File: config.mk
export PLATFORM = sky130hd
export DESIGN_NAME = min_max_selection_sort_engine_flat
export DESIGN_NICKNAME = d
export VERILOG_FILES = /design/src/rtl/mmss_pkg.sv /design/src/rtl/mmss_if.sv /design/src/rtl/mmss_ram.sv /design/src/rtl/min_max_selection_sort_engine.sv /design/src/flat_wrapper.sv
export VERILOG_INCLUDE_DIRS = /design/src /design/src/rtl
export SDC_FILE = /design/constraint.sdc
export NUM_CORES = 2
export LEC_CHECK = 0
export BUFFER_PORTS_ARGS = -buffer_cell sky130_fd_sc_hd__buf_2
export CAP_MARGIN = 40
export CORE_MARGIN = 3
export CORE_UTILIZATION = 39
export CTS_CLUSTER_SIZE = 8
export DETAILED_ROUTE_END_ITERATION = 12
export MAX_ROUTING_LAYER = met4
export PLACE_DENSITY_LB_ADDON = 0.1
export SYNTH_ARGS = -nofsm -noshare
export SYNTH_HDL_FRONTEND = slang
export SYNTH_HIERARCHICAL = 1
export SYNTH_SLANG_ARGS = --single-unit
File: constraint.sdc
create_clock -name clk -period 7.2 [get_ports clk]
set_input_delay 1.08 -clock clk [delete_from_list [all_inputs] [get_ports clk]]
set_output_delay 1.08 -clock clk [all_outputs]
set_load 0.05 [all_outputs]
File: src/rtl/min_max_selection_sort_engine_macros.svh
// assertion macros for the selection sort engine
// expects clk and rst_n in the scope of the module that uses them
`ifndef MIN_MAX_SELECTION_SORT_ENGINE_MACROS_SVH
`define MIN_MAX_SELECTION_SORT_ENGINE_MACROS_SVH

// same-cycle implication, checked outside reset
`define MMSS_ASSERT_IMP(lbl, ante, cons, msg) \
  lbl: assert property (@(posedge clk) disable iff (!rst_n) (ante) |-> (cons)) \
    else $error(msg);

// next-cycle implication, checked outside reset
`define MMSS_ASSERT_NXT(lbl, ante, cons, msg) \
  lbl: assert property (@(posedge clk) disable iff (!rst_n) (ante) |=> (cons)) \
    else $error(msg);

`endif

File: src/rtl/mmss_pkg.sv
// shared constants and the sequencer state type of the selection sort engine
// no dependencies
package mmss_pkg;

  localparam int DATA_W           = 32;
  localparam int MAX_ELEMENTS_DEF = 64;

  typedef enum logic [2:0] {
    ST_LOAD,
    ST_SCAN,
    ST_SWAP_MAX_A,
    ST_SWAP_MAX_B,
    ST_SWAP_MIN_A,
    ST_SWAP_MIN_B,
    ST_EMIT
  } state_t;

endpackage

File: src/rtl/mmss_if.sv
// valid/ready stream interfaces for the input and result channels
// depends on mmss_pkg for the data width
interface mmss_in_if;
  logic                              valid;
  logic                              ready;
  logic signed [mmss_pkg::DATA_W-1:0] value;
  logic                              last;

  modport source (output valid, output value, output last, input ready);
  modport sink   (input valid, input value, input last, output ready);
endinterface

interface mmss_out_if;
  logic                              valid;
  logic                              ready;
  logic signed [mmss_pkg::DATA_W-1:0] sorted_value;
  logic                              end_of_set;
  logic                              truncated;

  modport source (output valid, output sorted_value, output end_of_set, output truncated,
                  input ready);
  modport sink   (input valid, input sorted_value, input end_of_set, input truncated,
                  output ready);
endinterface

File: src/rtl/mmss_ram.sv
// generic single-clock ram, one write port and one read port, registered read
// no dependencies
module mmss_ram #(
  parameter int WIDTH = 32,
  parameter int DEPTH = 64
) (
  input  logic                     clk,
  input  logic                     we,
  input  logic [$clog2(DEPTH)-1:0] waddr,
  input  logic [WIDTH-1:0]         wdata,
  input  logic                     re,
  input  logic [$clog2(DEPTH)-1:0] raddr,
  output logic [WIDTH-1:0]         rdata
);

  logic [WIDTH-1:0] mem [DEPTH];

  always_ff @(posedge clk) begin
    if (we) begin
      mem[waddr] <= wdata;
    end
    if (re) begin
      rdata <= mem[raddr];
    end
  end

endmodule

File: src/rtl/min_max_selection_sort_engine.sv
// top level of the double-ended selection sort engine: store, sequencer, output register
// depends on mmss_pkg, mmss_if, mmss_ram and the macros header
//
//  port    dir  beat carries                          notes
//  in_ch   in   value, last                           taken only while loading
//  out_ch  out  sorted_value, end_of_set, truncated   registered, held until taken
//
// loading takes one beat per cycle; a set ends on the beat with last set
// each pass scans the range lo..hi through the ram read port and then makes four
// writes for the two swaps, all through the single ram write port
// results are fetched one at a time, each only after the one before has landed;
// a stalled output simply holds the sequencer
// reset clears the state, the count and the flags only; the store needs no clearing pass
`include "min_max_selection_sort_engine_macros.svh"

module min_max_selection_sort_engine #(
  parameter int MAX_ELEMENTS = mmss_pkg::MAX_ELEMENTS_DEF
) (
  input  logic               clk,
  input  logic               rst_n,
  mmss_in_if.sink            in_ch,
  mmss_out_if.source         out_ch
);

  localparam int AW = $clog2(MAX_ELEMENTS);
  localparam int CW = $clog2(MAX_ELEMENTS + 1);
  localparam int DW = mmss_pkg::DATA_W;
  localparam logic [CW-1:0] MAX_C = CW'(MAX_ELEMENTS);

  mmss_pkg::state_t state_r, state_nxt;

  logic [CW-1:0] cnt_r, cnt_nxt;
  logic          ovf_r, ovf_nxt;
  logic [AW-1:0] lo_r, lo_nxt;
  logic [AW-1:0] hi_r, hi_nxt;
  logic [CW-1:0] iss_r, iss_nxt;
  logic [CW-1:0] k_r, k_nxt;
  logic          rv_r, rv_nxt;
  logic [AW-1:0] ridx_r, ridx_nxt;
  logic signed [DW-1:0] min_r, min_nxt;
  logic signed [DW-1:0] max_r, max_nxt;
  logic signed [DW-1:0] vlo_r, vlo_nxt;
  logic signed [DW-1:0] vhi_r, vhi_nxt;
  logic [AW-1:0] pmin_r, pmin_nxt;
  logic [AW-1:0] pmax_r, pmax_nxt;

  logic                 out_valid_r, out_valid_nxt;
  logic signed [DW-1:0] out_val_r, out_val_nxt;
  logic                 out_eos_r, out_eos_nxt;
  logic                 out_trunc_r, out_trunc_nxt;

  logic          we;
  logic [AW-1:0] waddr;
  logic [DW-1:0] wdata;
  logic          re;
  logic [AW-1:0] raddr;
  logic [DW-1:0] rdata;
  logic signed [DW-1:0] rd_s;
  logic [CW-1:0] n_new;
  logic          eos;

  mmss_ram #(
    .WIDTH (DW),
    .DEPTH (MAX_ELEMENTS)
  ) u_store (
    .clk   (clk),
    .we    (we),
    .waddr (waddr),
    .wdata (wdata),
    .re    (re),
    .raddr (raddr),
    .rdata (rdata)
  );

  assign rd_s          = $signed(rdata);
  assign in_ch.ready   = (state_r == mmss_pkg::ST_LOAD);
  assign out_ch.valid        = out_valid_r;
  assign out_ch.sorted_value = out_val_r;
  assign out_ch.end_of_set   = out_eos_r;
  assign out_ch.truncated    = out_trunc_r;

  always_comb begin
    state_nxt     = state_r;
    cnt_nxt       = cnt_r;
    ovf_nxt       = ovf_r;
    lo_nxt        = lo_r;
    hi_nxt        = hi_r;
    iss_nxt       = iss_r;
    k_nxt         = k_r;
    ridx_nxt      = ridx_r;
    min_nxt       = min_r;
    max_nxt       = max_r;
    vlo_nxt       = vlo_r;
    vhi_nxt       = vhi_r;
    pmin_nxt      = pmin_r;
    pmax_nxt      = pmax_r;
    out_valid_nxt = out_valid_r;
    out_val_nxt   = out_val_r;
    out_eos_nxt   = out_eos_r;
    out_trunc_nxt = out_trunc_r;
    we            = 1'b0;
    waddr         = '0;
    wdata         = '0;
    re            = 1'b0;
    raddr         = iss_r[AW-1:0];
    n_new         = cnt_r;
    eos           = 1'b0;

    if (out_valid_r && out_ch.ready) begin
      out_valid_nxt = 1'b0;
    end

    case (state_r)
      mmss_pkg::ST_LOAD: begin
        if (in_ch.valid) begin
          if (cnt_r < MAX_C) begin
            we    = 1'b1;
            waddr = cnt_r[AW-1:0];
            wdata = in_ch.value;
            n_new = cnt_r + CW'(1);
          end else begin
            ovf_nxt = 1'b1;
          end
          cnt_nxt = n_new;
          if (in_ch.last) begin
            lo_nxt  = '0;
            hi_nxt  = AW'(n_new - CW'(1));
            iss_nxt = '0;
            k_nxt   = '0;
            state_nxt = (n_new < CW'(2)) ? mmss_pkg::ST_EMIT : mmss_pkg::ST_SCAN;
          end
        end
      end

      mmss_pkg::ST_SCAN: begin
        if (iss_r <= CW'(hi_r)) begin
          re      = 1'b1;
          iss_nxt = iss_r + CW'(1);
        end
        if (rv_r) begin
          // first beat of the range seeds both extremes
          if (ridx_r == lo_r) begin
            min_nxt  = rd_s;
            max_nxt  = rd_s;
            vlo_nxt  = rd_s;
            pmin_nxt = ridx_r;
            pmax_nxt = ridx_r;
          end else begin
            if (rd_s < min_r) begin
              min_nxt  = rd_s;
              pmin_nxt = ridx_r;
            end
            if (max_r < rd_s) begin
              max_nxt  = rd_s;
              pmax_nxt = ridx_r;
            end
          end
          if (ridx_r == hi_r) begin
            vhi_nxt   = rd_s;
            state_nxt = mmss_pkg::ST_SWAP_MAX_A;
          end
        end
      end

      mmss_pkg::ST_SWAP_MAX_A: begin
        we        = 1'b1;
        waddr     = pmax_r;
        wdata     = vhi_r;
        state_nxt = mmss_pkg::ST_SWAP_MAX_B;
      end

      mmss_pkg::ST_SWAP_MAX_B: begin
        we        = 1'b1;
        waddr     = hi_r;
        wdata     = max_r;
        state_nxt = mmss_pkg::ST_SWAP_MIN_A;
      end

      mmss_pkg::ST_SWAP_MIN_A: begin
        // a minimum at the right end was moved to the old max slot;
        // the left end holds the old right value if the max sat there
        we        = 1'b1;
        waddr     = (pmin_r == hi_r) ? pmax_r : pmin_r;
        wdata     = (pmax_r == lo_r) ? vhi_r : vlo_r;
        state_nxt = mmss_pkg::ST_SWAP_MIN_B;
      end

      mmss_pkg::ST_SWAP_MIN_B: begin
        we      = 1'b1;
        waddr   = lo_r;
        wdata   = min_r;
        lo_nxt  = lo_r + AW'(1);
        hi_nxt  = hi_r - AW'(1);
        iss_nxt = CW'(lo_r) + CW'(1);
        if ((CW'(lo_r) + CW'(2)) < CW'(hi_r)) begin
          state_nxt = mmss_pkg::ST_SCAN;
        end else begin
          state_nxt = mmss_pkg::ST_EMIT;
        end
      end

      mmss_pkg::ST_EMIT: begin
        raddr = k_r[AW-1:0];
        // fetch only when the output register is free by the time data lands
        if (!rv_r && (!out_valid_r || out_ch.ready) && (k_r < cnt_r)) begin
          re    = 1'b1;
          k_nxt = k_r + CW'(1);
        end
        if (rv_r) begin
          eos           = ((CW'(ridx_r) + CW'(1)) == cnt_r);
          out_valid_nxt = 1'b1;
          out_val_nxt   = rd_s;
          out_eos_nxt   = eos;
          out_trunc_nxt = ovf_r;
          if (eos) begin
            cnt_nxt   = '0;
            ovf_nxt   = 1'b0;
            state_nxt = mmss_pkg::ST_LOAD;
          end
        end
      end

      default: begin
        state_nxt = mmss_pkg::ST_LOAD;
      end
    endcase

    rv_nxt = re;
    if (re) begin
      ridx_nxt = raddr;
    end
  end

  always_ff @(posedge clk) begin
    if (!rst_n) begin
      state_r     <= mmss_pkg::ST_LOAD;
      cnt_r       <= '0;
      ovf_r       <= 1'b0;
      rv_r        <= 1'b0;
      out_valid_r <= 1'b0;
    end else begin
      state_r     <= state_nxt;
      cnt_r       <= cnt_nxt;
      ovf_r       <= ovf_nxt;
      rv_r        <= rv_nxt;
      out_valid_r <= out_valid_nxt;
    end
  end

  always_ff @(posedge clk) begin
    lo_r        <= lo_nxt;
    hi_r        <= hi_nxt;
    iss_r       <= iss_nxt;
    k_r         <= k_nxt;
    ridx_r      <= ridx_nxt;
    min_r       <= min_nxt;
    max_r       <= max_nxt;
    vlo_r       <= vlo_nxt;
    vhi_r       <= vhi_nxt;
    pmin_r      <= pmin_nxt;
    pmax_r      <= pmax_nxt;
    out_val_r   <= out_val_nxt;
    out_eos_r   <= out_eos_nxt;
    out_trunc_r <= out_trunc_nxt;
  end

  // store access and sequencing checks
  `MMSS_ASSERT_IMP(a_no_rw_overlap, we, !re, "store read and write in the same cycle")
  `MMSS_ASSERT_IMP(a_load_no_read, state_r == mmss_pkg::ST_LOAD, !rv_r,
                   "read data pending while loading")
  `MMSS_ASSERT_IMP(a_emit_slot_free, rv_r && (state_r == mmss_pkg::ST_EMIT), !out_valid_r,
                   "result beat landed on an occupied output register")
  `MMSS_ASSERT_IMP(a_scan_range, state_r == mmss_pkg::ST_SCAN, lo_r < hi_r,
                   "scan with an empty range")
  `MMSS_ASSERT_NXT(a_count_cap, in_ch.valid && in_ch.ready, cnt_r <= MAX_C,
                   "element count beyond capacity")

endmodule
File: src/flat_wrapper.sv
// flat-port wrapper written by rule: the top's interface ports become plain ports
module min_max_selection_sort_engine_flat 
#(
  parameter int MAX_ELEMENTS = mmss_pkg::MAX_ELEMENTS_DEF
)
  (clk, rst_n, in_ch_valid, in_ch_value, in_ch_last, in_ch_ready, out_ch_valid, out_ch_sorted_value, out_ch_end_of_set, out_ch_truncated, out_ch_ready);
  mmss_in_if in_ch_i ();
  mmss_out_if out_ch_i ();
  input  logic clk;
  input  logic rst_n;
  input wire logic [$bits(in_ch_i.valid)-1:0] in_ch_valid;
  input wire logic [$bits(in_ch_i.value)-1:0] in_ch_value;
  input wire logic [$bits(in_ch_i.last)-1:0] in_ch_last;
  output wire logic [$bits(in_ch_i.ready)-1:0] in_ch_ready;
  output wire logic [$bits(out_ch_i.valid)-1:0] out_ch_valid;
  output wire logic [$bits(out_ch_i.sorted_value)-1:0] out_ch_sorted_value;
  output wire logic [$bits(out_ch_i.end_of_set)-1:0] out_ch_end_of_set;
  output wire logic [$bits(out_ch_i.truncated)-1:0] out_ch_truncated;
  input wire logic [$bits(out_ch_i.ready)-1:0] out_ch_ready;
  assign in_ch_i.valid = in_ch_valid;
  assign in_ch_i.value = in_ch_value;
  assign in_ch_i.last = in_ch_last;
  assign in_ch_ready = in_ch_i.ready;
  assign out_ch_valid = out_ch_i.valid;
  assign out_ch_sorted_value = out_ch_i.sorted_value;
  assign out_ch_end_of_set = out_ch_i.end_of_set;
  assign out_ch_truncated = out_ch_i.truncated;
  assign out_ch_i.ready = out_ch_ready;
  min_max_selection_sort_engine #(.MAX_ELEMENTS(MAX_ELEMENTS)) u_core (.clk(clk), .rst_n(rst_n), .in_ch(in_ch_i), .out_ch(out_ch_i));
endmodule
==> results.ini <==
[drt]
vias = 45390
drt-pass1-iter-count = 6
vias_per_cell = 5.845
drcViolationCount = 0
routed_wirelength_microns = 262100
wire_per_inst_microns = 33.75
ant_nets = 0
drt_iter0_drc = 4958

[die]
die_w_microns = 488.0
die_area_sq_mm = 0.2382
start_util_pct = 39.30
die_h_microns = 488.0
core_sq_mm = 0.2306
io_pins = 73
num_rows = 176

[worst_setup_path]
crit_buf_inv = 4
required_ns = 7.83
crit_type = flip-flop to flip-flop
critPathArrivalTime_ns = 6.13
crit_fanout = 51
worst-path-stages = 11
cp-end-kind = flip-flop
crit_path_top_delay_cell = dfxtp_1
r2r-start = u_core/state_r[2]
critPathCapture = u_core/u_store/rdata[22]
cp-start-kind = flip-flop
r2r-end = u_core/u_store/rdata[22]
critPathMaxStageDelay_ns = 0.83
ff2ff_setup_slack_ns = 1.70
reg2regPathDepth = 11
crit_start = u_core/state_r[2]
cp_cell_sequence = inv_2 -> or2_1 -> mux2_8 -> buf_12 -> buf_12 -> buf_4 -> mux4_2 -> o22ai_1 -> nor2_1 -> a21oi_1 -> nor2_1
critPathTopFamily = multiplexers

[logic_synthesis]
netlist_instances = 4308
synth.distinct_cells = 78
ys_warn_count = 6
synth_flop_cell = edfxtp_1
yosysTopAreaCellShare_pct = 75.76
synth_common_cells = edfxtp_1 (2286), mux4_2 (544), nor2_1 (179), mux2i_1 (134), a21oi_1 (104)
synth_edf_count = 2286
synth_most_common_cell = edfxtp_1
yosys_register_bits = 2299
ys_seq_area_share_pct = 76.05
syn-num-nets = 4432
synth.avg_cell_area_sq_um = 21.03
synthArstFlopShare_pct = 0
syn_area_sq_mm = 0.09061
synth.area.top_cells = edfxtp_1 (76%), mux4_2 (14%), mux2i_1 (1.5%)
synth_top_area_cell = edfxtp_1

[flow_run]
max_cap_violations = 0

[placement]
post-place-ws_ns = 1.674
dp.final_hpwl_microns = 160000
io_buffers = 72
routabilityCongestion = 0.8249

[finish]
fillCellCount = 19220
finish.net_count = 4830
area_growth_pct = 16.73
multi_input_area_sq_mm = 0.02124
drive_gt1_share_pct = 27.95
ff_latch_area_sq_mm = 0.06891

[clocking]
post_cts_buffers = 0
clockRootBuffer = clkbuf_16
cts_tree = done
cts_buffers = 337
cts_buffer_depth = 4
clock_latency_ns = 0.93
post_cts_resized = 0
h-tree-depth = 5
clock_sinks = 2299
cts_hold_buf = 0
cts.clk_slew.worst_paths_ns = 0.05

[sta]
slew_violations = 0
setup_tns_ns = 0
hold_viol_final = 0
worstMarginPinSlew_ns = 0.9520
rsz0062_at_grt = no
fin_crit_ns = 5.498
finClkSkew_ns = 0.05303
clock.fmax_mhz = 181.9
fin_ws_ns = 1.702
setup_viol = 0
slew_headroom_pct = 36.53
fin_crit_sh_pct = 76.36

[power_and_ir_drop]
irDropWorstVdd_v = 0.0002801
powerDensity_mw_per_mm2 = 457.7
p_leak_nw = 33.79

[status]
status = finished clean

[global_route]
overflow = 0
grt_max_degree = 75
grtUsageTotal_pct = 22.71
antenna_found_initial = 9
grt_pass1_vias = 46500
grt_pass1_wl_microns = 368700

[hold_path]
hold_path_depth = 0
hp-class = flip-flop to flip-flop

[logic make-up (layout without fill, tap and decap cells)]
logic type	after synthesis	count (layout)	share of synthesized area, %
adder cells (fa/ha/maj)	87	87	1.201
flip-flops	2299	2299	76.05
buffers and inverters	315	740	1.600
other	0	7	0
AO/OA/AOI/OAI	432	432	3.274
multiplexers	683	683	15.06
XOR/XNOR	54	54	0.5385
AND/OR/NAND/NOR	438	438	2.276
[stage by stage]
stage / total power [mW] / instance area, sq um / hold WS, ns / utilization (%) / cells
global placement: 34.73 / 96280 / 0.4127 / 41.76 / 7360
floorplan: 27.59 / 90610 / 0.4030 / - / 4308
finish: 48.41 / 105800 / 0.4353 / 45.88 / 7766
detailed placement: 35.17 / 96900 / 0.4198 / 42.03 / 7390
global route: 50.25 / 105800 / 0.4521 / 45.87 / 7760
CTS: 48.94 / 105700 / 0.4345 / 45.85 / 7756
[state kept, by name, indices dropped and copies added (netlist names)]
signal and flops:
u_core/k_r 7, u_core/ovf_r 1, u_core/pmin_r 6, u_core/ridx_r 6
u_core/pmax_r 6, u_core/u_store/rdata 32, u_core/out_ch.truncated 1, u_core/vhi_r 32
u_core/min_r 32, u_core/cnt_r 7, u_core/iss_r 7, u_core/out_ch.sorted_value 32
u_core/state_r 3, u_core/u_store/mem 2048, u_core/out_ch.valid 1, u_core/out_ch.end_of_set 1
u_core/rv_r 1, u_core/vlo_r 32, u_core/hi_r 6, u_core/max_r 32
u_core/lo_r 6
[per-layer routing]
layer  share of wire (%)  vias to the layer above  GRT usage (%)
met5                   0                        -              -
met4                 2.0                        0          5.257
met3                 6.2                      376          3.855
met2                  49                     1641          35.63
met1                  43                    24660          31.22
li1                    -                    18710              -
[cells in the final DEF, fill, tap and decap left out, types with 79 or more instances in the layout]
master | Yosys | final
a21oi_1 | 104 | 104
buf_4 | 29 | 171
clkbuf_16 | 0 | 345
edfxtp_1 | 2286 | 2286
ha_1 | 87 | 87
inv_1 | 79 | 79
mux2i_1 | 134 | 134
mux4_2 | 544 | 544
nand2_1 | 92 | 87
nor2_1 | 179 | 114
o22ai_1 | 86 | 86
[where the power goes]
group	internal, mW	total (mW)	switching [mW]	leakage, nW
Clock	8.37	13.7	5.29	4.32
Sequential	17.9	18.4	0.435	21.0
Combinational	5.57	16.4	10.8	8.50
[layout make-up]
| cell class | count | area share (%) |
|---|---|---|
| Antenna cell | 7 | 0.01656 |
| Clock buffer | 357 | 8.205 |
| Clock inverter | 9 | 0.1195 |
| Inverter | 82 | 0.2910 |
| Multi-Input combinational cell | 1694 | 20.08 |
| Sequential cell | 2299 | 65.15 |
| Tap cell | 3026 | 3.579 |
| Timing Repair Buffer | 292 | 2.565 |
[worst reg2reg max path: stages (launching register included)]
cell	delay, ns
dfxtp_1	0.83
inv_2	0.21
or2_1	0.52
mux2_8	0.84
buf_12	0.35
buf_12	0.43
buf_4	0.41
mux4_2	0.56
o22ai_1	0.30
nor2_1	0.07
a21oi_1	0.62
nor2_1	0.10
[worst min path at each step]
| stage | start | to |
|---|---|---|
| floorplan | u_core/ovf_r | u_core/out_ch.truncated |
| global placement | u_core/ovf_r | u_core/out_ch.truncated |
| detailed placement | u_core/ovf_r | u_core/out_ch.truncated |
| CTS | u_core/ovf_r | u_core/out_ch.truncated |
| global route | u_core/ovf_r | u_core/out_ch.truncated |
| finish | u_core/ovf_r | u_core/out_ch.truncated |
No activity file was read; power rests on OpenSTA's default activity.
